==> src/lnep_pkg.sv <==
package lnep_pkg;

    localparam int MaxNameChars   = 255;
    localparam int CharW          = $clog2(MaxNameChars + 1);
    localparam int LenW           = CharW + 1;
    localparam int PosW           = (LenW > 8) ? LenW : 8;
    localparam int UnitsPerEntry  = 13;
    localparam int UnitIdxW       = $clog2(UnitsPerEntry + 1);
    localparam int ShortNameBytes = 11;
    localparam int PartialBytes   = 6;
    localparam int QueueDepth     = 2;
    localparam int QPtrW          = $clog2(QueueDepth);
    localparam int QCntW          = $clog2(QueueDepth + 1);

    localparam logic [7:0]  AttrLong        = 8'h0F;
    localparam int          LastMarkBit     = 6;
    localparam logic [15:0] UnitEmpty       = 16'h0000;
    localparam logic [15:0] UnitPad         = 16'hFFFF;
    localparam logic [6:0]  EntryLimitReset = 7'd21;

    localparam int OrderByte    = 0;
    localparam int AttrByte     = 11;
    localparam int CsumByte     = 13;

    localparam int UnitOffset [UnitsPerEntry] = '{1, 3, 5, 7, 9, 14, 16, 18, 20, 22, 24, 28, 30};

    typedef enum logic [2:0] {
        ST_PART_OK      = 3'd0,
        ST_COMPLETE     = 3'd1,
        ST_NO_LONG      = 3'd2,
        ST_NO_LAST      = 3'd3,
        ST_ORDER        = 3'd4,
        ST_INCONSISTENT = 3'd5,
        ST_MISMATCH     = 3'd6,
        ST_LIMIT        = 3'd7
    } status_t;

    typedef logic [255:0] entry_t;

    typedef struct packed {
        logic [UnitsPerEntry-1:0][7:0] chars;
        logic [UnitIdxW-1:0]           count;
        logic [7:0]                    top_pos;
        status_t                       status;
        logic [5:0]                    entry_count;
        logic [7:0]                    name_length;
    } job_t;

    typedef struct packed {
        logic       is_status;
        logic [7:0] name_char;
        logic [7:0] reverse_position;
        status_t    status;
        logic [5:0] entry_count;
        logic [7:0] name_length;
        logic       last;
    } result_t;

    function automatic logic [7:0] byte_at(input entry_t e, input int i);
        byte_at = e[8*i +: 8];
    endfunction

    // one rotate-right-then-add step of the short name checksum
    function automatic logic [7:0] csum_step(input logic [7:0] sum, input logic [7:0] b);
        csum_step = {sum[0], sum[7:1]} + b;
    endfunction

endpackage

==> src/lnep_front.sv <==
module lnep_front
    import lnep_pkg::*;
(
    input  logic        clk,
    input  logic        rst_n,
    input  logic        push,
    output logic        full,
    input  entry_t      entry,
    input  logic        entry_limit_we,
    input  logic [6:0]  entry_limit_data,
    output logic        job_push,
    output job_t        job,
    input  logic        job_full
);

    logic        s0_valid_reg;
    entry_t      s0_entry_reg;
    logic [7:0]  s0_psum_reg;
    logic [7:0]  psum;

    logic [6:0]       limit_reg;
    logic             in_seq_reg, in_seq_next;
    logic [5:0]       exp_order_reg, exp_order_next;
    logic [7:0]       seq_csum_reg, seq_csum_next;
    logic [6:0]       entries_reg, entries_next;
    logic [CharW-1:0] chars_reg, chars_next;

    logic                         advance;
    logic [7:0]                   sum_full;
    logic [7:0]                   order, attr, csum;
    logic [UnitsPerEntry-1:0]     term;
    logic [UnitsPerEntry-1:0][15:0] units;
    logic [UnitIdxW-1:0]          cnt;
    logic [LenW-1:0]              chars_sum;
    logic [PosW-1:0]              top_full;
    logic [PosW-1:0]              len_full;
    logic                         ok, close;

    assign advance  = s0_valid_reg && !job_full;
    assign full     = s0_valid_reg && job_full;
    assign job_push = advance;

    // first part of the checksum while the entry is captured
    always_comb
    begin
        psum = '0;
        for (int i = 0; i < PartialBytes; i++)
        begin
            psum = csum_step(psum, byte_at(entry, i));
        end
    end

    always_ff @(posedge clk or negedge rst_n)
    begin
        if (!rst_n)
        begin
            s0_valid_reg <= 1'b0;
        end
        else if (!s0_valid_reg || advance)
        begin
            s0_valid_reg <= push;
        end
    end

    always_ff @(posedge clk)
    begin
        if (push && !full)
        begin
            s0_entry_reg <= entry;
            s0_psum_reg  <= psum;
        end
    end

    always_comb
    begin
        sum_full = s0_psum_reg;
        for (int i = PartialBytes; i < ShortNameBytes; i++)
        begin
            sum_full = csum_step(sum_full, byte_at(s0_entry_reg, i));
        end
    end

    assign order = byte_at(s0_entry_reg, OrderByte);
    assign attr  = byte_at(s0_entry_reg, AttrByte);
    assign csum  = byte_at(s0_entry_reg, CsumByte);

    always_comb
    begin
        for (int i = 0; i < UnitsPerEntry; i++)
        begin
            units[i] = {byte_at(s0_entry_reg, UnitOffset[i] + 1),
                        byte_at(s0_entry_reg, UnitOffset[i])};
            term[i]  = (units[i] == UnitEmpty) || (units[i] == UnitPad);
        end
        // first terminator ends the name part
        cnt = UnitIdxW'(UnitsPerEntry);
        for (int i = UnitsPerEntry - 1; i >= 0; i--)
        begin
            if (term[i])
            begin
                cnt = UnitIdxW'(i);
            end
        end
    end

    assign chars_sum = LenW'(chars_reg) + LenW'(cnt);
    assign top_full  = PosW'(chars_reg) + PosW'(cnt) - PosW'(1);

    always_comb
    begin
        in_seq_next    = in_seq_reg;
        exp_order_next = exp_order_reg;
        seq_csum_next  = seq_csum_reg;
        entries_next   = entries_reg;
        chars_next     = chars_reg;
        ok             = 1'b0;
        close          = 1'b0;

        for (int i = 0; i < UnitsPerEntry; i++)
        begin
            job.chars[i] = units[i][7:0];
        end
        job.count  = '0;
        job.top_pos = top_full[7:0];
        job.status = ST_PART_OK;

        if (entries_reg >= limit_reg)
        begin
            job.status = ST_LIMIT;
            close      = 1'b1;
        end
        else if (attr != AttrLong)
        begin
            if (!in_seq_reg)
            begin
                job.status = ST_NO_LONG;
            end
            else if (exp_order_reg != '0)
            begin
                job.status = ST_ORDER;
                close      = 1'b1;
            end
            else
            begin
                job.status = (sum_full == seq_csum_reg) ? ST_COMPLETE : ST_MISMATCH;
                close      = 1'b1;
            end
        end
        else if (!in_seq_reg && !order[LastMarkBit])
        begin
            job.status = ST_NO_LAST;
            close      = 1'b1;
        end
        else if (!in_seq_reg && order[5:0] == '0)
        begin
            job.status = ST_ORDER;
            close      = 1'b1;
        end
        else if (in_seq_reg && (exp_order_reg == '0 || order != {2'b00, exp_order_reg}))
        begin
            job.status = ST_ORDER;
            close      = 1'b1;
        end
        else if (in_seq_reg && csum != seq_csum_reg)
        begin
            job.status = ST_INCONSISTENT;
            close      = 1'b1;
        end
        else if (chars_sum > LenW'(MaxNameChars))
        begin
            job.status = ST_LIMIT;
            close      = 1'b1;
        end
        else
        begin
            ok = 1'b1;
        end

        if (ok)
        begin
            job.count    = cnt;
            entries_next = entries_reg + 7'd1;
            chars_next   = chars_sum[CharW-1:0];
            if (!in_seq_reg)
            begin
                in_seq_next    = 1'b1;
                exp_order_next = order[5:0] - 6'd1;
                seq_csum_next  = csum;
            end
            else
            begin
                exp_order_next = exp_order_reg - 6'd1;
            end
        end

        // status carries counts after a good part, before a failing one
        job.entry_count = ok ? entries_next[5:0] : entries_reg[5:0];
        len_full        = ok ? PosW'(chars_next) : PosW'(chars_reg);
        job.name_length = len_full[7:0];

        if (close)
        begin
            in_seq_next    = 1'b0;
            exp_order_next = '0;
            seq_csum_next  = '0;
            entries_next   = '0;
            chars_next     = '0;
        end
    end

    always_ff @(posedge clk or negedge rst_n)
    begin
        if (!rst_n)
        begin
            limit_reg     <= EntryLimitReset;
            in_seq_reg    <= 1'b0;
            exp_order_reg <= '0;
            seq_csum_reg  <= '0;
            entries_reg   <= '0;
            chars_reg     <= '0;
        end
        else
        begin
            if (entry_limit_we)
            begin
                limit_reg <= entry_limit_data;
            end
            if (advance)
            begin
                in_seq_reg    <= in_seq_next;
                exp_order_reg <= exp_order_next;
                seq_csum_reg  <= seq_csum_next;
                entries_reg   <= entries_next;
                chars_reg     <= chars_next;
            end
        end
    end

    a_idle_counts_clear: assert property (@(posedge clk) disable iff (!rst_n)
        !in_seq_reg |-> (entries_reg == '0 && chars_reg == '0))
        else $error("counts left over outside a sequence");

    a_stalled_entry_held: assert property (@(posedge clk) disable iff (!rst_n)
        (s0_valid_reg && job_full) |=> s0_valid_reg)
        else $error("captured entry dropped while the job queue was full");

endmodule

==> src/lnep_queue.sv <==
module lnep_queue
    import lnep_pkg::*;
(
    input  logic clk,
    input  logic rst_n,
    input  logic wr_en,
    input  job_t wr_job,
    output logic q_full,
    input  logic rd_en,
    output job_t rd_job,
    output logic q_empty
);

    job_t             slot_reg [QueueDepth];
    logic [QPtrW-1:0] wr_ptr_reg, rd_ptr_reg;
    logic [QCntW-1:0] count_reg;
    logic             do_wr, do_rd;

    assign q_full  = (count_reg == QCntW'(QueueDepth));
    assign q_empty = (count_reg == '0);
    assign do_wr   = wr_en && !q_full;
    assign do_rd   = rd_en && !q_empty;
    assign rd_job  = slot_reg[rd_ptr_reg];

    always_ff @(posedge clk)
    begin
        if (do_wr)
        begin
            slot_reg[wr_ptr_reg] <= wr_job;
        end
    end

    always_ff @(posedge clk or negedge rst_n)
    begin
        if (!rst_n)
        begin
            wr_ptr_reg <= '0;
            rd_ptr_reg <= '0;
            count_reg  <= '0;
        end
        else
        begin
            if (do_wr)
            begin
                wr_ptr_reg <= (wr_ptr_reg == QPtrW'(QueueDepth - 1)) ? '0 : wr_ptr_reg + 1'b1;
            end
            if (do_rd)
            begin
                rd_ptr_reg <= (rd_ptr_reg == QPtrW'(QueueDepth - 1)) ? '0 : rd_ptr_reg + 1'b1;
            end
            if (do_wr && !do_rd)
            begin
                count_reg <= count_reg + 1'b1;
            end
            else if (do_rd && !do_wr)
            begin
                count_reg <= count_reg - 1'b1;
            end
        end
    end

    a_count_bound: assert property (@(posedge clk) disable iff (!rst_n)
        count_reg <= QCntW'(QueueDepth))
        else $error("job queue count out of range");

endmodule

==> src/lnep_back.sv <==
module lnep_back
    import lnep_pkg::*;
(
    input  logic    clk,
    input  logic    rst_n,
    input  job_t    q_job,
    input  logic    q_empty,
    output logic    q_pop,
    output result_t res,
    output logic    empty,
    input  logic    pop
);

    logic                cur_valid_reg;
    job_t                cur_job_reg;
    logic [UnitIdxW-1:0] idx_reg;
    logic                out_valid_reg;
    result_t             out_reg;
    logic                load_out, emit_char, finishing;
    result_t             out_next;

    assign load_out  = !out_valid_reg || pop;
    assign emit_char = idx_reg < cur_job_reg.count;
    assign finishing = cur_valid_reg && load_out && !emit_char;
    assign q_pop     = !q_empty && (!cur_valid_reg || finishing);

    always_comb
    begin
        out_next = '0;
        if (emit_char)
        begin
            out_next.name_char        = cur_job_reg.chars[idx_reg];
            out_next.reverse_position = cur_job_reg.top_pos - 8'(idx_reg);
            out_next.status           = ST_PART_OK;
        end
        else
        begin
            out_next.is_status   = 1'b1;
            out_next.status      = cur_job_reg.status;
            out_next.entry_count = cur_job_reg.entry_count;
            out_next.name_length = cur_job_reg.name_length;
            out_next.last        = 1'b1;
        end
    end

    always_ff @(posedge clk or negedge rst_n)
    begin
        if (!rst_n)
        begin
            cur_valid_reg <= 1'b0;
            idx_reg       <= '0;
            out_valid_reg <= 1'b0;
        end
        else
        begin
            if (q_pop)
            begin
                cur_valid_reg <= 1'b1;
                idx_reg       <= '0;
            end
            else if (finishing)
            begin
                cur_valid_reg <= 1'b0;
            end
            else if (cur_valid_reg && load_out)
            begin
                idx_reg <= idx_reg + 1'b1;
            end

            if (load_out)
            begin
                out_valid_reg <= cur_valid_reg;
            end
        end
    end

    always_ff @(posedge clk)
    begin
        if (q_pop)
        begin
            cur_job_reg <= q_job;
        end
        if (cur_valid_reg && load_out)
        begin
            out_reg <= out_next;
        end
    end

    assign res   = out_reg;
    assign empty = !out_valid_reg;

    a_last_on_status: assert property (@(posedge clk) disable iff (!rst_n)
        out_valid_reg |-> (out_reg.last == out_reg.is_status))
        else $error("last flag not tied to the status result");

    a_idx_bound: assert property (@(posedge clk) disable iff (!rst_n)
        cur_valid_reg |-> (idx_reg <= cur_job_reg.count))
        else $error("character index ran past the job");

    a_result_held: assert property (@(posedge clk) disable iff (!rst_n)
        (out_valid_reg && !pop) |=> (out_valid_reg && $stable(out_reg)))
        else $error("waiting result changed before transfer");

endmodule

==> src/long_name_entry_parser_core.sv <==
// long-name directory entry parser
// input side is a queue: an entry (four 64-bit words, byte 0 in entry_word_0[7:0])
// transfers on a clock edge with push high and full low.
// result side is a queue: the oldest result sits on the result ports while empty
// is low and transfers on an edge with pop high.
// each entry yields its name characters if accepted (low byte and position from
// the name end), then one status result with last set; so 1 to 14 results per entry.
// entries pass the capture stage, job queue and current job register in turn.
// an entry can be taken every cycle while the job queue has room; the result side
// moves one result per cycle while pop is held high.
// a two-entry job queue between the classifier and the result serializer absorbs
// bursts; full rises only when that queue and the capture stage are both taken.
// stalling pop holds the current result and backs up through the queue to full.
// entry_limit is written with entry_limit_we; reset loads 21 and closes any
// open sequence, with no results pending.
module long_name_entry_parser_core
    import lnep_pkg::*;
(
    input  logic        clk,
    input  logic        rst_n,
    input  logic        push,
    output logic        full,
    input  logic [63:0] entry_word_0,
    input  logic [63:0] entry_word_1,
    input  logic [63:0] entry_word_2,
    input  logic [63:0] entry_word_3,
    input  logic        entry_limit_we,
    input  logic [6:0]  entry_limit_data,
    output logic        empty,
    input  logic        pop,
    output logic        is_status,
    output logic [7:0]  name_char,
    output logic [7:0]  reverse_position,
    output logic [2:0]  status,
    output logic [5:0]  entry_count,
    output logic [7:0]  name_length,
    output logic        last
);

    entry_t  entry;
    job_t    front_job, q_job;
    logic    job_push, job_full, q_empty, q_pop;
    result_t res;

    assign entry = {entry_word_3, entry_word_2, entry_word_1, entry_word_0};

    lnep_front u_front (
        .clk              (clk),
        .rst_n            (rst_n),
        .push             (push),
        .full             (full),
        .entry            (entry),
        .entry_limit_we   (entry_limit_we),
        .entry_limit_data (entry_limit_data),
        .job_push         (job_push),
        .job              (front_job),
        .job_full         (job_full)
    );

    lnep_queue u_queue (
        .clk     (clk),
        .rst_n   (rst_n),
        .wr_en   (job_push),
        .wr_job  (front_job),
        .q_full  (job_full),
        .rd_en   (q_pop),
        .rd_job  (q_job),
        .q_empty (q_empty)
    );

    lnep_back u_back (
        .clk     (clk),
        .rst_n   (rst_n),
        .q_job   (q_job),
        .q_empty (q_empty),
        .q_pop   (q_pop),
        .res     (res),
        .empty   (empty),
        .pop     (pop)
    );

    assign is_status        = res.is_status;
    assign name_char        = res.name_char;
    assign reverse_position = res.reverse_position;
    assign status           = res.status;
    assign entry_count      = res.entry_count;
    assign name_length      = res.name_length;
    assign last             = res.last;

endmodule
==> config.mk <==
export PLATFORM = sky130hd
export DESIGN_NAME = long_name_entry_parser_core
export DESIGN_NICKNAME = d
export VERILOG_FILES = /design/src/lnep_pkg.sv /design/src/lnep_front.sv /design/src/lnep_queue.sv /design/src/lnep_back.sv /design/src/long_name_entry_parser_core.sv
export SDC_FILE = /design/constraint.sdc
export NUM_CORES = 1
export LEC_CHECK = 0
export BUFFER_PORTS_ARGS = -buffer_cell sky130_fd_sc_hd__buf_4
export CAP_MARGIN = 0
export CORE_MARGIN = 4
export CORE_UTILIZATION = 60
export CTS_BUF_LIST = sky130_fd_sc_hd__clkbuf_4
export DETAILED_ROUTE_END_ITERATION = 12
export PLACE_DENSITY = 0.83
export SYNTH_ARGS = -nofsm -noshare
export SYNTH_HDL_FRONTEND = slang
export SYNTH_SLANG_ARGS = --single-unit
==> constraint.sdc <==
create_clock -name clk -period 9.2 [get_ports clk]
set_clock_uncertainty 0.15 [all_clocks]
set_input_delay 1.84 -clock clk [delete_from_list [all_inputs] [get_ports clk]]
set_output_delay 1.84 -clock clk [all_outputs]
set_load 0.02 [all_outputs]
==> results of run 1 <==
cells in the final DEF (no fill, tap or decap), types with 37 or more instances in the layout:
cell type and count:
edfxtp_1 673, buf_4 293, clkbuf_4 251, mux2_2 136, ha_1 97, xnor2_1 88, nand2_1 70, nor4_1 68
inv_1 66, nand4_1 63, a21oi_1 55, nor2_1 48, o21ai_0 44, dfrtp_1 43, xor2_1 37
worst paths after layout:
path                                           from                      end
max                        u_front.s0_entry_reg[48]  u_queue.slot_reg[0][14]
min                        u_front.s0_entry_reg[47]  u_queue.slot_reg[0][52]
max reg2reg                u_front.s0_entry_reg[48]  u_queue.slot_reg[0][14]
min reg2reg                u_front.s0_entry_reg[47]  u_queue.slot_reg[0][52]
max in group asynchronous                     rst_n       u_queue.rd_ptr_reg
min in group asynchronous                     rst_n   u_front.entries_reg[0]
power breakdown:
part,total (uW),leakage [uW],switching [uW],internal (uW)
clock network,2640,0.00132,1220,1420
registers,5230,0.00699,424,4810
logic,6710,0.00474,3670,3050
kinds of logic after synthesis:
| family | Yosys count | share of synthesized area [%] |
|---|---|---|
| AND/OR/NAND/NOR | 355 | 6.60 |
| buffers and inverters | 111 | 1.50 |
| XOR/XNOR | 125 | 3.66 |
| flip-flops | 721 | 71.6 |
| adder cells (fa/ha/maj) | 109 | 4.86 |
| multiplexers | 169 | 7.24 |
| AO/OA/AOI/OAI | 209 | 4.59 |
per-stage QoR:
step / util [%] / hold slack [ns] / power, uW
5_1_grt: 71.4 / 0.335 / 15700
3_3_place_gp: 66.8 / 0.330 / 11600
3_5_place_dp: 66.8 / 0.340 / 11900
2_1_floorplan: - / 0.311 / 10400
6_report: 71.4 / 0.332 / 14600
4_1_cts: 71.4 / 0.327 / 14600
per-layer routing:
metal  share of wire (%)  wire length [microns]  global-route usage, %  up-vias
met3                 6.8                   4330                   6.19      130
met1                  40                  25100                   30.5     8586
met4                 2.8                   1770                   8.76        0
li1                    -                      -                      -     7998
met5                   0                      0                      0        -
met2                  51                  32200                   40.4      728
area by class of cell:
| type | count | share of cell area (%) |
|---|---|---|
| timing repair buffer | 293 | 6.27 |
| sequential | 721 | 61.0 |
| clock inverter | 51 | 1.11 |
| multi-input combinational | 967 | 23.1 |
| antenna | 3 | 0.0214 |
| tap | 664 | 2.37 |
| clock buffer | 251 | 5.37 |
| inverter | 71 | 0.774 |
worst max-delay path, cell delays in order, from the launching register on:
cell,delay [ns]
edfxtp_1,0.41
ha_1,0.24
fa_1,0.46
a21o_1,0.17
a21oi_1,0.25
xnor2_1,0.10
ha_1,0.34
nand2_1,0.06
o21ai_0,0.26
xor2_1,0.27
ha_1,0.32
a21oi_1,0.12
o21ai_0,0.14
xor2_1,0.25
ha_1,0.31
a21oi_1,0.15
o21ai_0,0.14
xor2_1,0.18
ha_1,0.37
and3_1,0.21
a221o_1,0.35
nor4_1,0.19
a21oi_1,0.08
xnor2_1,0.16
or4_1,0.53
o311ai_0,0.47
==> metrics, run 1 <==
Yosys top cell area share 67.5%; area leader, netlist edfxtp_1; CTS Hold Bufs 0; Netlist cell types 66; Placement Cell Area 0.0328 sq mm; Rows 81; status finished clean; Worst-path clk slew 0.07 ns; Ys Warns 0; die width 231 microns; number of synthesized flops with an enable pin 673; GRT Util Overall 24.0%; Arrival @ worst endpoint 7.53 ns; worst relative slew slack 27.3%; min cycle time layout 6.95 ns; post-route DRC violation count 0; DRT iter0 DRCs 1470; Final Hold Vio Count 0; Wirelength per Cell 21.0 microns; post-route ant nets 0; Worst R2R Path Depth 25; Post-Syn Area 0.0299 sq mm; power density cells 415 mW/mm^2; Avg Inst Size Synth 16.6 sq um; clock sinks 721; CP Launch Type flip-flop; Final Setup Violations 0; Synthesized Nets 2176; worst hold path type reg2reg; Worst Slack Setup Final 2.25 ns; share of cells above drive strength 1 31.7%; Root Driver clkbuf_4; # fillers 3011; Post-synth top cells edfxtp_1, mux2_2, ha_1, xnor2_1, nand2_1; Worst Hold Path Cells 0; count leader, synth edfxtp_1; initial antenna violation count 3; ys flop type edfxtp_1; Initial Util 60.9%; die footprint 0.0535 sq mm; vias in the first global route 18000; Inserted Clock Buffers 172; die height 231 microns; Area growth, synth to finish 17.3%; CTS tree yes; Finished Layout Cells 3021; fraction of registers with async set/reset 6.66%; Area contributors post-synth edfxtp_1, mux2_2, ha_1; setup_tns 0 ns; crit end category flip-flop; post-DP HPWL 43600 microns; Synth Register Bits 721; GP Congestion 0.883; Post-CTS Setup Repair Bufs 0; max frequency 144 MHz; First-pass DRT Iterations 7; Nets 2603; Largest register FFs 266; final period utilization 75.6%; FF/Latch Area 0.0214 sq mm; Detailed Route WL 63400 microns; first-pass GRT wire length 97800 microns; peak supply drop 1.07 mV; Slew @ Worst Pin 1.09 ns; Final Slew Violations 0; gate count of the mapped netlist 1799; R2R Setup Slk 2.25 ns; worst skew pair latency 1.00 ns; Critical Setup Path Class reg2reg; Req. time, crit path 9.78 ns; I/O pins 305; pre-CTS WS 2.32 ns; total leakage power 0.0130 uW; grt total ovfl 0; multi-input logic area 0.00809 sq mm; Cell Count Post-Placement 2716; port bufs 280; clock buffer depth 3; Seq/Total Area, Yosys 71.6%; largest net degree at the start of global routing 84; Critical Path Fanout Max 5; Max Cap Violations 0; Vias 17400; H-tree level count 4; DR vias/cell 5.77; core box area 0.0492 sq mm; RSZ-0062 raised after global routing false; Final Cell Area 0.0351 sq mm; CTS resizes 0
No activity file was read; power rests on OpenSTA's default activity.
==> inputs of run 2 (changes only) <==
--- a/config.mk
+++ b/config.mk
@@ -8,10 +8,10 @@
 export BUFFER_PORTS_ARGS = -buffer_cell sky130_fd_sc_hd__buf_4
 export CAP_MARGIN = 0
 export CORE_MARGIN = 4
-export CORE_UTILIZATION = 60
+export CORE_UTILIZATION = 55
 export CTS_BUF_LIST = sky130_fd_sc_hd__clkbuf_4
 export DETAILED_ROUTE_END_ITERATION = 12
-export PLACE_DENSITY = 0.83
+export PLACE_DENSITY = 0.8
 export SYNTH_ARGS = -nofsm -noshare
 export SYNTH_HDL_FRONTEND = slang
 export SYNTH_SLANG_ARGS = --single-unit
==> constraint.sdc (replaced) <==
create_clock -name clk -period 5.7 [get_ports clk]
set_clock_uncertainty 0.15 [all_clocks]
set_input_delay 1.14 -clock clk [delete_from_list [all_inputs] [get_ports clk]]
set_output_delay 1.14 -clock clk [all_outputs]
set_load 0.02 [all_outputs]
==> run 2 against run 1 <==
  * The run now ends with negative setup slack left
  * Cell count is 3.9% higher
  * Utilization is 4.1 points lower
  * Via count is 0.45% higher
  * Wire length is 2.9% higher
  * Hold slack worse by 0.15 ns
  * Largest power group unchanged
  * Highest routed layer is now met5
==> metrics, run 2 (synthesis gave the netlist of run 1 again) <==
status complete, but fails checks; failing checks negative setup slack; Crit path largest cell delay 0.52 ns (about the same); First-pass DRT Iterations 5 (-2); power density cells 737 mW/mm^2 (+77%); GRT Util Overall 22.5% (-1.5 points); Final Setup Violations 6 (+6); crit end category flip-flop; commonest non-fill, non-tap cell in the layout edfxtp_1; Hold Path End u_front.s0_entry_reg[250]; setup_tns -2.42 ns (-2.42 ns); die footprint 0.0582 sq mm (+8.8%); Finished Layout Cells 3139 (+3.9%); post-DP HPWL 45100 microns (+3.6%); clock sinks 721 (unchanged); Vias 17500 (+0.45%); DR vias/cell 5.58 (-3.3%); worst hold path type in2reg; first-pass GRT wire length 99100 microns (+1.3%); worst skew pair latency 0.97 ns (-0.03 ns); Worst Slack Setup Final -0.438 ns (-2.68 ns); commonest non-fill, non-tap cells in the layout edfxtp_1, buf_4, clkbuf_4; Critical Setup Path Class reg2reg; post-route ant nets 0 (unchanged); Max Cap Violations 0 (unchanged); Final Slew Violations 0 (unchanged); min cycle time layout 6.14 ns (-0.815 ns); M1 WL 26100 microns (+3.8%); max frequency 163 MHz (+13%); Worst-path clk slew 0.07 ns (about the same); pre-CTS WS -0.731 ns (-3.05 ns); I/O pins 305 (unchanged); final period utilization 108% (+32 points); grt total ovfl 0 (unchanged); port bufs 280 (unchanged); Initial Util 55.6% (-5.3 points); DRT iter0 DRCs 1165 (-21%); Critical Path Fanout Max 3 (-2); Inserted Clock Buffers 175 (+1.7%); Worst Hold Path Cells 1 (+1); reg2reg end u_queue.slot_reg[0][16]; die height 241 microns (+4.3%); Largest register FFs 266 (unchanged); crit-path most repeated cell ha_1; largest net degree at the start of global routing 89 (+6.0%); Worst R2R Path Depth 23 (-8.0%); R2R Setup Slk -0.44 ns (-2.68 ns); Cell Count Post-Placement 2824 (+4.0%); initial antenna violation count 5 (+2); GP Congestion 0.876 (-0.84%); Nets 2688 (+3.3%); Rows 85 (+4.9%); Wirelength per Cell 20.8 microns (-1.0%); Slew @ Worst Pin 1.07 ns (-0.0249 ns); worst relative slew slack 29.0% (+1.7 points); total leakage power 0.0136 uW (+4.5%); met2 WL 32900 microns (+2.2%); H-tree level count 4 (unchanged); Placement Cell Area 0.0335 sq mm (+2.2%); DR top layer met5; CTS tree yes; Req. time, crit path 6.27 ns (-3.51 ns); core box area 0.0538 sq mm (+9.5%); RSZ-0062 raised after global routing true; Detailed Route WL 65200 microns (+2.9%); die width 241 microns (+4.3%); hold wc startpoint entry_word_3[58]; met3 wire len 4370 microns (+0.90%); hold_ws 0.178 ns (-0.155 ns); Final Cell Area 0.0362 sq mm (+3.2%); Root Driver clkbuf_4; share of cells above drive strength 1 35.9% (+4.2 points); clock buffer depth 3 (unchanged); peak supply drop 1.60 mV (+49%); CP max-delay cell fa_2; R2R Path Start u_front.s0_entry_reg[48]; Area growth, synth to finish 21.0%; worst path cell trace ha_2 > fa_2 > ha_1 > fa_1 > ha_1 > inv_1 > fa_1 > inv_1 > ha_1 > inv_1 > fa_1 > nor2b_1 > o21ai_0 > nand2b_1 > xor2_1 > ha_1 > and3_1 > a221o_1 > nor4_2 > a21oi_1 > xnor2_1 > or4_4 > a211o_1; Arrival @ worst endpoint 6.71 ns (-0.82 ns); Final Hold Vio Count 0 (unchanged); CP Launch Type flip-flop; post-route DRC violation count 0 (unchanged); vias in the first global route 18300 (+1.3%)
[run 2: changes by cell type in the layout (fill, tap and decap cells not counted), moves of 5 or more]
cell | previous run | this run
buf_4 | 293 | 368
bufinv_16 | 6 | 11
a21oi_2 | 0 | 7
buf_12 | 0 | 6
clkinv_1 | 34 | 21
o21ai_0 | 44 | 39
clkbuf_4 | 251 | 269
a21oi_1 | 55 | 45
[run 2: worst max-delay path, delay by kind of cell (launching register included)]
family / cells / cell delay [ns]
AND/OR/NAND/NOR: 5 / 1.08
buffers and inverters: 3 / 0.23
flip-flops: 1 / 0.40
XOR/XNOR: 2 / 0.37
adder cells (fa/ha/maj): 9 / 2.88
AO/OA/AOI/OAI: 4 / 0.79
[run 2: metal layers]
layer	track usage [%]	up-vias
met2	37.2	600
met4	8.71	6
met5	0	-
met1	29.0	8614
li1	-	8174
met3	5.97	126
[run 2: worst max path at each step]
stage	start	end	cells after the start
2_1_floorplan	u_front.s0_entry_reg[49]	u_queue.slot_reg[0][16]	26
4_1_cts	u_front.s0_entry_reg[48]	u_queue.slot_reg[1][16]	25
3_5_place_dp	u_front.s0_entry_reg[48]	u_queue.slot_reg[0][16]	25
5_1_grt	u_front.s0_entry_reg[49]	u_queue.slot_reg[0][14]	27
6_report	u_front.s0_entry_reg[48]	u_queue.slot_reg[0][16]	23
3_3_place_gp	u_front.s0_entry_reg[48]	u_queue.slot_reg[0][14]	25
[run 2: area by class of cell]
| class | count | area [sq um] |
|---|---|---|
| inverter | 71 | 272 |
| clock buffer | 269 | 2020 |
| timing repair buffer | 375 | 2890 |
| fill | 3588 | 17600 |
| antenna | 2 | 5.00 |
| sequential | 721 | 21400 |
| tap | 696 | 871 |
| multi-input combinational | 967 | 8290 |
| clock inverter | 38 | 454 |
[run 2: repair_timing]
| item | in CTS | in global routing |
|---|---|---|
| setup endpoints to repair | 6 | 50 |
| hold buffers | 1 | 0 |
| gates resized for setup | 16 | 18 |
| pin swaps | 18 | 6 |
| buffers inserted | 4 | 1 |
| endpoints found under the hold margin | 45 | 0 |
[run 2: through the flow]
step | total power, uW | util [%]
final | 26700 | 67.3
after floorplan | 16700 | -
after global placement | 20800 | 62.3
after detailed placement | 21300 | 62.3
after global routing | 28600 | 67.3
after CTS | 26400 | 67.1
[run 2: report_power, final]
group / switching, uW / internal (uW)
combinational: 6650 / 6990
clock: 1970 / 2640
sequential: 685 / 7750
total: 9310 / 17400
